<file path="src/rtl/core/leb_pkg.sv">
`timescale 1ns / 1ps

package leb_pkg;

    localparam int PADDR_W = 3;

    localparam logic       REG_MAX_LENGTH = 1'b0;
    localparam logic [6:0] MAX_LEN_RESET  = 7'd64;

    localparam logic [1:0] REQ_KEY     = 2'd0;
    localparam logic [1:0] REQ_CTRL    = 2'd1;
    localparam logic [1:0] REQ_PRELOAD = 2'd2;
    localparam logic [1:0] REQ_CLEAR   = 2'd3;

    localparam logic [3:0] KEY_LEFT      = 4'd0;
    localparam logic [3:0] KEY_RIGHT     = 4'd1;
    localparam logic [3:0] KEY_ENTER     = 4'd2;
    localparam logic [3:0] KEY_HOME      = 4'd3;
    localparam logic [3:0] KEY_END       = 4'd4;
    localparam logic [3:0] KEY_BACKSPACE = 4'd5;
    localparam logic [3:0] KEY_DELETE    = 4'd6;
    localparam logic [3:0] KEY_INSERT    = 4'd7;
    localparam logic [3:0] KEY_ESCAPE    = 4'd8;

    localparam logic [1:0] ST_EDIT    = 2'd0;
    localparam logic [1:0] ST_IGNORED = 2'd1;
    localparam logic [1:0] ST_LINE    = 2'd2;
    localparam logic [1:0] ST_CANCEL  = 2'd3;

    typedef struct packed {
        logic [1:0]  req_type;
        logic [15:0] char_code;
        logic [3:0]  control_key;
    } req_t;

    typedef struct packed {
        logic [1:0]  status;
        logic [6:0]  cursor_pos;
        logic [6:0]  line_length;
        logic        insert_on;
        logic [15:0] line_char;
        logic        last;
    } rsp_t;

    typedef enum logic [2:0] {
        S_IDLE,
        S_SHIFT_UP,
        S_FINISH_INS,
        S_SHIFT_DN,
        S_EMIT
    } state_t;

endpackage

</file>
<file path="src/rtl/core/leb_cfg.sv">
`timescale 1ns / 1ps

module leb_cfg (
    input  logic                         clk,
    input  logic                         rst_n,
    input  logic                         psel,
    input  logic                         penable,
    input  logic                         pwrite,
    input  logic [leb_pkg::PADDR_W-1:0]  paddr,
    input  logic [31:0]                  pwdata,
    output logic [31:0]                  prdata,
    output logic                         pready,
    output logic [6:0]                   max_length
);
    import leb_pkg::*;

    logic [6:0] max_length_reg;
    logic       hit;

    assign hit    = (paddr[PADDR_W-1:2] == REG_MAX_LENGTH);
    assign pready = 1'b1;

    always_ff @(posedge clk or negedge rst_n)
    begin
        if (!rst_n)
        begin
            max_length_reg <= MAX_LEN_RESET;
        end
        else if (psel && penable && pwrite && pready && hit)
        begin
            max_length_reg <= pwdata[6:0];
        end
    end

    assign prdata     = hit ? {25'd0, max_length_reg} : 32'd0;
    assign max_length = max_length_reg;

endmodule

</file>
<file path="src/rtl/core/leb_mem.sv">
`timescale 1ns / 1ps

module leb_mem #(
    parameter int DEPTH = 64,
    parameter int WIDTH = 16,
    parameter int AW    = 6
) (
    input  logic             clk,
    input  logic             we,
    input  logic [AW-1:0]    waddr,
    input  logic [WIDTH-1:0] wdata,
    input  logic [AW-1:0]    raddr,
    output logic [WIDTH-1:0] rdata
);
    logic [WIDTH-1:0] mem_reg [DEPTH];
    logic [WIDTH-1:0] rdata_reg;

    always_ff @(posedge clk)
    begin
        if (we)
        begin
            mem_reg[waddr] <= wdata;
        end
        rdata_reg <= mem_reg[raddr];
    end

    assign rdata = rdata_reg;

endmodule

</file>
<file path="src/rtl/core/leb_ctrl.sv">
`timescale 1ns / 1ps

module leb_ctrl #(
    parameter int LINE_DEPTH = 64,
    parameter int CHAR_BITS  = 16,
    parameter int AW         = 6
) (
    input  logic                 clk,
    input  logic                 rst_n,
    input  logic                 start,
    input  leb_pkg::req_t        req,
    output logic                 busy,
    input  logic [6:0]           max_length,
    output logic                 valid,
    output leb_pkg::rsp_t        rsp,
    output logic                 mem_we,
    output logic [AW-1:0]        mem_waddr,
    output logic [CHAR_BITS-1:0] mem_wdata,
    output logic [AW-1:0]        mem_raddr,
    input  logic [CHAR_BITS-1:0] mem_rdata
);
    import leb_pkg::*;

    localparam int PW   = $clog2(LINE_DEPTH + 1);
    localparam int CW   = (CHAR_BITS < 16) ? CHAR_BITS : 16;
    localparam int CAPW = (PW > 7) ? PW : 7;

    state_t               state_reg, state_next;
    logic [PW-1:0]        cur_reg, cur_next;
    logic [PW-1:0]        len_reg, len_next;
    logic                 ins_reg, ins_next;
    logic [PW-1:0]        idx_reg, idx_next;
    logic [PW-1:0]        end_reg, end_next;
    logic [CHAR_BITS-1:0] ch_reg, ch_next;
    logic                 valid_reg, valid_next;
    rsp_t                 rsp_reg, rsp_next;

    logic                 emit;
    logic [1:0]           emit_status;
    logic [15:0]          emit_char;
    logic                 emit_last;
    logic [CHAR_BITS-1:0] ch_in;
    logic                 full;
    logic [PW-1:0]        cur_dec;

    assign ch_in   = CHAR_BITS'(req.char_code[CW-1:0]);
    assign full    = (CAPW'(len_reg) >= CAPW'(max_length))
                  || (CAPW'(len_reg) >= CAPW'(LINE_DEPTH));
    assign cur_dec = cur_reg - PW'(1);

    always_ff @(posedge clk or negedge rst_n)
    begin
        if (!rst_n)
        begin
            state_reg <= S_IDLE;
            cur_reg   <= '0;
            len_reg   <= '0;
            ins_reg   <= 1'b0;
            valid_reg <= 1'b0;
        end
        else
        begin
            state_reg <= state_next;
            cur_reg   <= cur_next;
            len_reg   <= len_next;
            ins_reg   <= ins_next;
            valid_reg <= valid_next;
        end
    end

    always_ff @(posedge clk)
    begin
        idx_reg <= idx_next;
        end_reg <= end_next;
        ch_reg  <= ch_next;
        rsp_reg <= rsp_next;
    end

    always_comb
    begin
        state_next  = state_reg;
        cur_next    = cur_reg;
        len_next    = len_reg;
        ins_next    = ins_reg;
        idx_next    = idx_reg;
        end_next    = end_reg;
        ch_next     = ch_reg;
        mem_we      = 1'b0;
        mem_waddr   = cur_reg[AW-1:0];
        mem_wdata   = ch_in;
        mem_raddr   = '0;
        emit        = 1'b0;
        emit_status = ST_EDIT;
        emit_char   = 16'd0;
        emit_last   = 1'b1;

        unique case (state_reg)
            S_IDLE:
            begin
                if (start)
                begin
                    unique case (req.req_type)
                        REQ_KEY:
                        begin
                            if (ins_reg || (cur_reg == len_reg))
                            begin
                                if (full)
                                begin
                                    emit        = 1'b1;
                                    emit_status = ST_IGNORED;
                                end
                                else if (cur_reg == len_reg)
                                begin
                                    mem_we    = 1'b1;
                                    mem_waddr = len_reg[AW-1:0];
                                    cur_next  = cur_reg + PW'(1);
                                    len_next  = len_reg + PW'(1);
                                    emit      = 1'b1;
                                end
                                else
                                begin
                                    ch_next    = ch_in;
                                    idx_next   = len_reg;
                                    mem_raddr  = AW'(len_reg - PW'(1));
                                    state_next = S_SHIFT_UP;
                                end
                            end
                            else
                            begin
                                mem_we   = 1'b1;
                                cur_next = cur_reg + PW'(1);
                                emit     = 1'b1;
                            end
                        end
                        REQ_PRELOAD:
                        begin
                            emit = 1'b1;
                            if (full)
                            begin
                                emit_status = ST_IGNORED;
                            end
                            else
                            begin
                                mem_we    = 1'b1;
                                mem_waddr = len_reg[AW-1:0];
                                len_next  = len_reg + PW'(1);
                            end
                        end
                        REQ_CLEAR:
                        begin
                            cur_next = '0;
                            len_next = '0;
                            emit     = 1'b1;
                        end
                        default:
                        begin
                            unique case (req.control_key)
                                KEY_LEFT:
                                begin
                                    emit = 1'b1;
                                    if (cur_reg != '0)
                                        cur_next = cur_dec;
                                    else
                                        emit_status = ST_IGNORED;
                                end
                                KEY_RIGHT:
                                begin
                                    emit = 1'b1;
                                    if (cur_reg != len_reg)
                                        cur_next = cur_reg + PW'(1);
                                    else
                                        emit_status = ST_IGNORED;
                                end
                                KEY_ENTER:
                                begin
                                    cur_next = '0;
                                    len_next = '0;
                                    if (len_reg == '0)
                                    begin
                                        emit        = 1'b1;
                                        emit_status = ST_LINE;
                                    end
                                    else
                                    begin
                                        end_next   = len_reg;
                                        idx_next   = '0;
                                        mem_raddr  = '0;
                                        state_next = S_EMIT;
                                    end
                                end
                                KEY_HOME:
                                begin
                                    cur_next = '0;
                                    emit     = 1'b1;
                                end
                                KEY_END:
                                begin
                                    cur_next = len_reg;
                                    emit     = 1'b1;
                                end
                                KEY_BACKSPACE:
                                begin
                                    if (cur_reg == '0)
                                    begin
                                        emit        = 1'b1;
                                        emit_status = ST_IGNORED;
                                    end
                                    else
                                    begin
                                        cur_next = cur_dec;
                                        if ((cur_dec + PW'(1)) >= len_reg)
                                        begin
                                            len_next = len_reg - PW'(1);
                                            emit     = 1'b1;
                                        end
                                        else
                                        begin
                                            idx_next   = cur_dec;
                                            mem_raddr  = AW'(cur_reg);
                                            state_next = S_SHIFT_DN;
                                        end
                                    end
                                end
                                KEY_DELETE:
                                begin
                                    if (cur_reg == len_reg)
                                    begin
                                        emit        = 1'b1;
                                        emit_status = ST_IGNORED;
                                    end
                                    else if ((cur_reg + PW'(1)) >= len_reg)
                                    begin
                                        len_next = len_reg - PW'(1);
                                        emit     = 1'b1;
                                    end
                                    else
                                    begin
                                        idx_next   = cur_reg;
                                        mem_raddr  = AW'(cur_reg + PW'(1));
                                        state_next = S_SHIFT_DN;
                                    end
                                end
                                KEY_INSERT:
                                begin
                                    ins_next = ~ins_reg;
                                    emit     = 1'b1;
                                end
                                KEY_ESCAPE:
                                begin
                                    cur_next    = '0;
                                    len_next    = '0;
                                    emit        = 1'b1;
                                    emit_status = ST_CANCEL;
                                end
                                default:
                                begin
                                    emit        = 1'b1;
                                    emit_status = ST_IGNORED;
                                end
                            endcase
                        end
                    endcase
                end
            end
            S_SHIFT_UP:
            begin
                mem_we    = 1'b1;
                mem_waddr = idx_reg[AW-1:0];
                mem_wdata = mem_rdata;
                if (idx_reg == (cur_reg + PW'(1)))
                begin
                    state_next = S_FINISH_INS;
                end
                else
                begin
                    idx_next  = idx_reg - PW'(1);
                    mem_raddr = AW'(idx_reg - PW'(2));
                end
            end
            S_FINISH_INS:
            begin
                mem_we     = 1'b1;
                mem_waddr  = cur_reg[AW-1:0];
                mem_wdata  = ch_reg;
                cur_next   = cur_reg + PW'(1);
                len_next   = len_reg + PW'(1);
                emit       = 1'b1;
                state_next = S_IDLE;
            end
            S_SHIFT_DN:
            begin
                mem_we    = 1'b1;
                mem_waddr = idx_reg[AW-1:0];
                mem_wdata = mem_rdata;
                if ((idx_reg + PW'(2)) == len_reg)
                begin
                    len_next   = len_reg - PW'(1);
                    emit       = 1'b1;
                    state_next = S_IDLE;
                end
                else
                begin
                    idx_next  = idx_reg + PW'(1);
                    mem_raddr = AW'(idx_reg + PW'(2));
                end
            end
            S_EMIT:
            begin
                emit        = 1'b1;
                emit_status = ST_LINE;
                emit_char   = 16'(mem_rdata[CW-1:0]);
                emit_last   = ((idx_reg + PW'(1)) == end_reg);
                if (emit_last)
                begin
                    state_next = S_IDLE;
                end
                else
                begin
                    idx_next  = idx_reg + PW'(1);
                    mem_raddr = AW'(idx_reg + PW'(1));
                end
            end
            default:
            begin
                state_next = S_IDLE;
            end
        endcase

        valid_next = emit;
        if (emit)
        begin
            rsp_next.status      = emit_status;
            rsp_next.cursor_pos  = 7'(cur_next);
            rsp_next.line_length = 7'(len_next);
            rsp_next.insert_on   = ins_next;
            rsp_next.line_char   = emit_char;
            rsp_next.last        = emit_last;
        end
        else
        begin
            rsp_next = rsp_reg;
        end
    end

    assign busy  = (state_reg != S_IDLE);
    assign valid = valid_reg;
    assign rsp   = rsp_reg;

endmodule

</file>
<file path="src/rtl/core/line_edit_buffer.sv">
`timescale 1ns / 1ps

// channel   dir  handshake             payload
// request   in   start & !busy         req  (leb_pkg::req_t)
// result    out  valid, one cycle      rsp  (leb_pkg::rsp_t)
// config    in   apb psel/penable      max_length at byte address 0
//
// single-step items: result registered in the cycle after accept, busy stays low
// insert before the end: entries shift up, then the character goes in at the cursor;
// delete or backspace mid-line: shift down; enter: read, then one result per cycle
// all walks go one entry a cycle through the line memory's single read and write port
// reset clears cursor, length and mode; the line memory is not cleared
// results are not held back, the receiver takes each one in its cycle

module line_edit_buffer #(
    parameter int LINE_DEPTH = 64,
    parameter int CHAR_BITS  = 16
) (
    input  logic                         clk,
    input  logic                         rst_n,
    input  logic                         start,
    output logic                         busy,
    input  leb_pkg::req_t                req,
    output logic                         valid,
    output leb_pkg::rsp_t                rsp,
    input  logic                         psel,
    input  logic                         penable,
    input  logic                         pwrite,
    input  logic [leb_pkg::PADDR_W-1:0]  paddr,
    input  logic [31:0]                  pwdata,
    output logic [31:0]                  prdata,
    output logic                         pready
);
    import leb_pkg::*;

    localparam int AW = (LINE_DEPTH > 1) ? $clog2(LINE_DEPTH) : 1;

    logic [6:0]           max_length;
    logic                 mem_we;
    logic [AW-1:0]        mem_waddr;
    logic [CHAR_BITS-1:0] mem_wdata;
    logic [AW-1:0]        mem_raddr;
    logic [CHAR_BITS-1:0] mem_rdata;

    leb_cfg u_cfg (
        .clk        (clk),
        .rst_n      (rst_n),
        .psel       (psel),
        .penable    (penable),
        .pwrite     (pwrite),
        .paddr      (paddr),
        .pwdata     (pwdata),
        .prdata     (prdata),
        .pready     (pready),
        .max_length (max_length)
    );

    leb_mem #(
        .DEPTH (LINE_DEPTH),
        .WIDTH (CHAR_BITS),
        .AW    (AW)
    ) u_mem (
        .clk   (clk),
        .we    (mem_we),
        .waddr (mem_waddr),
        .wdata (mem_wdata),
        .raddr (mem_raddr),
        .rdata (mem_rdata)
    );

    leb_ctrl #(
        .LINE_DEPTH (LINE_DEPTH),
        .CHAR_BITS  (CHAR_BITS),
        .AW         (AW)
    ) u_ctrl (
        .clk        (clk),
        .rst_n      (rst_n),
        .start      (start),
        .req        (req),
        .busy       (busy),
        .max_length (max_length),
        .valid      (valid),
        .rsp        (rsp),
        .mem_we     (mem_we),
        .mem_waddr  (mem_waddr),
        .mem_wdata  (mem_wdata),
        .mem_raddr  (mem_raddr),
        .mem_rdata  (mem_rdata)
    );

endmodule

</file>
<file path="config.mk">
export PLATFORM = sky130hd
export DESIGN_NAME = line_edit_buffer
export DESIGN_NICKNAME = d
export VERILOG_FILES = /design/src/rtl/core/leb_pkg.sv /design/src/rtl/core/leb_cfg.sv /design/src/rtl/core/leb_mem.sv /design/src/rtl/core/leb_ctrl.sv /design/src/rtl/core/line_edit_buffer.sv
export SDC_FILE = /design/constraint.sdc
export NUM_CORES = 2
export LEC_CHECK = 0
export ABC_CLOCK_PERIOD_IN_PS = 6740
export BUFFER_PORTS_ARGS = -buffer_cell sky130_fd_sc_hd__buf_2
export CELL_PAD_IN_SITES_DETAIL_PLACEMENT = 1
export CELL_PAD_IN_SITES_GLOBAL_PLACEMENT = 1
export CORE_AREA = 3 3 305 307
export CTS_CLUSTER_DIAMETER = 120
export DETAILED_ROUTE_END_ITERATION = 10
export DIE_AREA = 0 0 308 310
export PLACE_DENSITY = 0.82
export SYNTH_ARGS = -nofsm -noshare
export SYNTH_HDL_FRONTEND = slang
export SYNTH_SLANG_ARGS = --single-unit
export TNS_END_PERCENT = 5
</file>
<file path="constraint.sdc">
create_clock -name clk -period 6.74 [get_ports clk]
set_input_delay 0.337 -clock clk [delete_from_list [all_inputs] [get_ports clk]]
set_output_delay 0.337 -clock clk [all_outputs]
set_load 0.03 [all_outputs]
</file>
==> results summary <==
The run finished with clean final reports. TritonCTS built the clock tree. STA classifies the critical path startpoint as a register. The type of the worst setup path is reg -> reg. Across the routed clock network, the largest skew measured is about 64 ps.

The number of slew-limit violations in the final report was 0. The slew of the pin with the lowest slew margin came out at between 1000 and 1500 ps. The die area is between 90000 and 100000 um^2.

The count of buffers inserted at the top-level ports is 78. The number of filler cells placed in the layout is 8407. After global routing the overflow that remains totals 0. STA classifies the critical path endpoint as a register. Routability-driven placement finished with a final weighted congestion of between 0.9 and 1. The core box area came out at 90300 um^2. The commonest register cell after synthesis is edfxtp_1. Setup repair after global routing left no endpoint under its margin. The worst setup path endpoint is u_mem.rdata[3].

Dividing the detail-routed wire length by the instance count gives between 30 and 40 um. The HPWL after detailed placement is about 100000 um. The total iterations of the first detailed-routing run came out at 6. The post-cts sizing count came out at 0. The tool flagged a number of max-cap violations equal to 0. The number of global-route vias before repair is 33900. The initial antenna violation count is 10. The synthesis-to-layout area growth came out at 14.2%.

The clock period minus worst slack is just over 6000 ps. The number of hold buffers added after CTS was 24. The largest total area in the synthesized netlist belongs to edfxtp_1. By instance count, the leading cell after synthesis is edfxtp_1. After layout, the worst path uses 92.4% of the clock period.

In this run the remaining antenna-violating nets after routing total 0. The post-placement cell area is just over 50000 um^2. The initial detailed-routing violation count came out at 4764. The total power per unit cell area is roughly 570 nW/um^2. The total of flip-flops plus latches after synthesis came out at roughly 1100. The detailed router placed between 30000 and 40000 vias in this run.

The clock-pin transition on the worst setup and hold timing paths is ~70 ps. The clock insertion delay at the later pin of the skew report came out at 750 ps. The classification of the worst-slack hold path is in -> reg. The worst-case headroom to the max-slew limit is under 10%. The register cell area after layout is 33600 um^2.

The total count of hold-check failures in the final report came to 0. The die height is ~310 um. The startpoint of the worst setup timing path is u_ctrl.idx_reg[1]. Yosys attributes the largest share of cell area to edfxtp_1 (68%), mux4_2 (3.9%), nand2_1 (3.3%). TritonCTS created roughly 110 clock buffers. The H-tree was split into 3 levels.

The arrival time of data at the critical path endpoint is around 6900 ps. The analysis attributes to cell leakage a power of between 15 and 20 nW. The peak ir drop on the vdd network is approximately 0.4 mV. The fraction of post-synthesis cell area in the top cell type by area is roughly two thirds. The starting utilization of the core area is between 50% and 60%. The worst setup slack for register-to-register paths is 510 ps. The number of nets at the end of the flow came out at between 3000 and 4000. Timing would allow up to between 150 and 200 MHz.

The setup-violating endpoint count in the final report is 0. The Yosys step of the flow raised 0 warnings. The number of buffers added for setup after CTS is 0. The synthesized netlist occupies a cell area of 47900 um^2.

In the routed design, unresolved DRC markers number 0. The sequential share of the synthesized area came out at roughly 70%. The depth of the worst register-to-register path is 14. The count of boundary I/O pins is 132.

The worst register-to-register path ends at u_mem.rdata[3]. The count of different cell masters after synthesis is just over 90. The total wirelength of the detailed-routed design is approximately 160000 um. The cell sitting at the root of the clock tree is a clkbuf_16.

The worst hold path stage count came out at 4. The register with the most flip-flops in the layout has around 1000 of them. The data required time at the worst endpoint came out at 7400 ps. The total routing resource utilization after global routing is between 30 and 40%. Summing all multi-input logic gate instances after layout gives around 13000 um^2. The area of all placed cells without fillers came out at 54700 um^2. The total number of clock tree sinks is roughly 1100. The number of placement rows came out at between 100 and 150. The startpoint identified for the worst register-to-register timing path is u_ctrl.idx_reg[1].

In the synthesized netlist the async set-or-reset flop fraction comes to around 2.3%. The first global-routing pass estimated around 230000 um of wire. The highest net fanout along the worst path came out at 19. The total negative slack for setup checks came out at 0 ps. Counting every instance in the synthesized netlist gives around 3300. The deepest clock path buffer count came out at 3. The number of flops mapped to enable cells by yosys is about 1100. The average via count per standard cell is a little under 7. The per-instance average area after synthesis came out at about 15 um^2.

The pin count of the biggest net entering global routing is approximately 100. After synthesis, the most frequently instantiated cells are edfxtp_1 (1088), nand2_1 (417), a21oi_1 (161), nor2_1 (159), nand3_1 (149). Cells with a size suffix above 1 make up ~18% of the layout.

The floorplan step set the die width to ~310 um.
==> metal layers <==
metal / wire length, um / share of wire [%] / vias up / track usage [%]
met5: 50 / 0.031 / - / 0
met3: 16300 / 10 / 581 / 7.07
met2: 77500 / 48 / 2296 / 55.2
li1: - / - / 13200 / -
met4: 9700 / 6.0 / 8 / 17.2
met1: 59500 / 36 / 16800 / 43.4
==> worst min path at each step <==
stage | startpoint | to | slack, ps
floorplan | rst_n | u_cfg.max_length[0] | 40
global placement | rst_n | u_cfg.max_length[0] | 410
detailed placement | rst_n | u_ctrl.ins_reg | 440
CTS | req[1] | u_ctrl.ins_reg | 120
global route | req[1] | u_ctrl.ins_reg | 160
finish | req[1] | u_ctrl.ins_reg | 150
==> area by class of cell <==
cell class	instances	area share, %
Antenna cell	3	0.0137
Clock buffer	138	5.46
Clock inverter	75	1.21
Inverter	38	0.261
Multi-Input combinational cell	1899	24.0
Sequential cell	1130	61.5
Tap cell	1176	2.69
Timing Repair Buffer	336	4.85
==> layout by cell type, fill, tap and decap left out, types with 28 or more instances in the layout <==
cell | netlist | routed
nor2_1 | 159 | 157
ha_1 | 32 | 32
a221o_1 | 46 | 46
clkbuf_16 | 0 | 115
nand2_1 | 417 | 416
buf_2 | 70 | 78
buf_4 | 47 | 213
a22oi_1 | 73 | 73
mux2i_1 | 109 | 109
nor3_1 | 29 | 29
o21ai_0 | 106 | 90
xnor2_1 | 40 | 40
mux4_2 | 82 | 82
edfxtp_1 | 1088 | 1088
nand3_1 | 149 | 148
a32oi_1 | 32 | 32
and3_1 | 38 | 37
inv_1 | 36 | 36
a21oi_1 | 161 | 161
nand4_1 | 28 | 28
==> critical path, stage by stage (launching register included) <==
cell and delay [ps]:
edfxtp_1 670, inv_1 300, ha_1 480, xnor2_1 240
nand2_1 110, nor4_2 370, a31oi_2 380, nor2b_1 280
a221oi_1 290, o2111ai_2 330, buf_4 340, nor2_1 960
nand2_1 470, o22ai_1 700, or4_1 240
==> power by group <==
group          internal (mW)  leakage, nW  switching, mW  total, mW
sequential              9.61         10.3          0.528       10.1
combinational           4.47         6.74           10.2       14.7
clock                   3.50         1.78           2.76       6.26
total                   17.6         18.8           13.5       31.1
==> per-stage QoR <==
stage / worst slack, ps / cells / power (mW) / hold slack [ps] / util, %
floorplan: 542 / 3305 / 18.2 / 41.4 / -
global placement: 945 / 4555 / 23.4 / 410 / 56.3
detailed placement: 801 / 4555 / 24.2 / 438 / 56.3
CTS: 656 / 4792 / 30.6 / 120 / 60.6
global route: 118 / 4793 / 31.9 / 160 / 60.6
finish: 513 / 4795 / 31.1 / 154 / 60.6
==> logic make-up after synthesis <==
logic type	synth area share (%)
other	0.0157
buffers and inverters	3.10
AOI/OAI and AO/OA	9.57
xor gates and xnor gates	1.21
and+or+nand+nor	8.45
adders and majority gates	0.857
DFF	70.2
muxes	6.56
(Power assumes the default switching activity.)
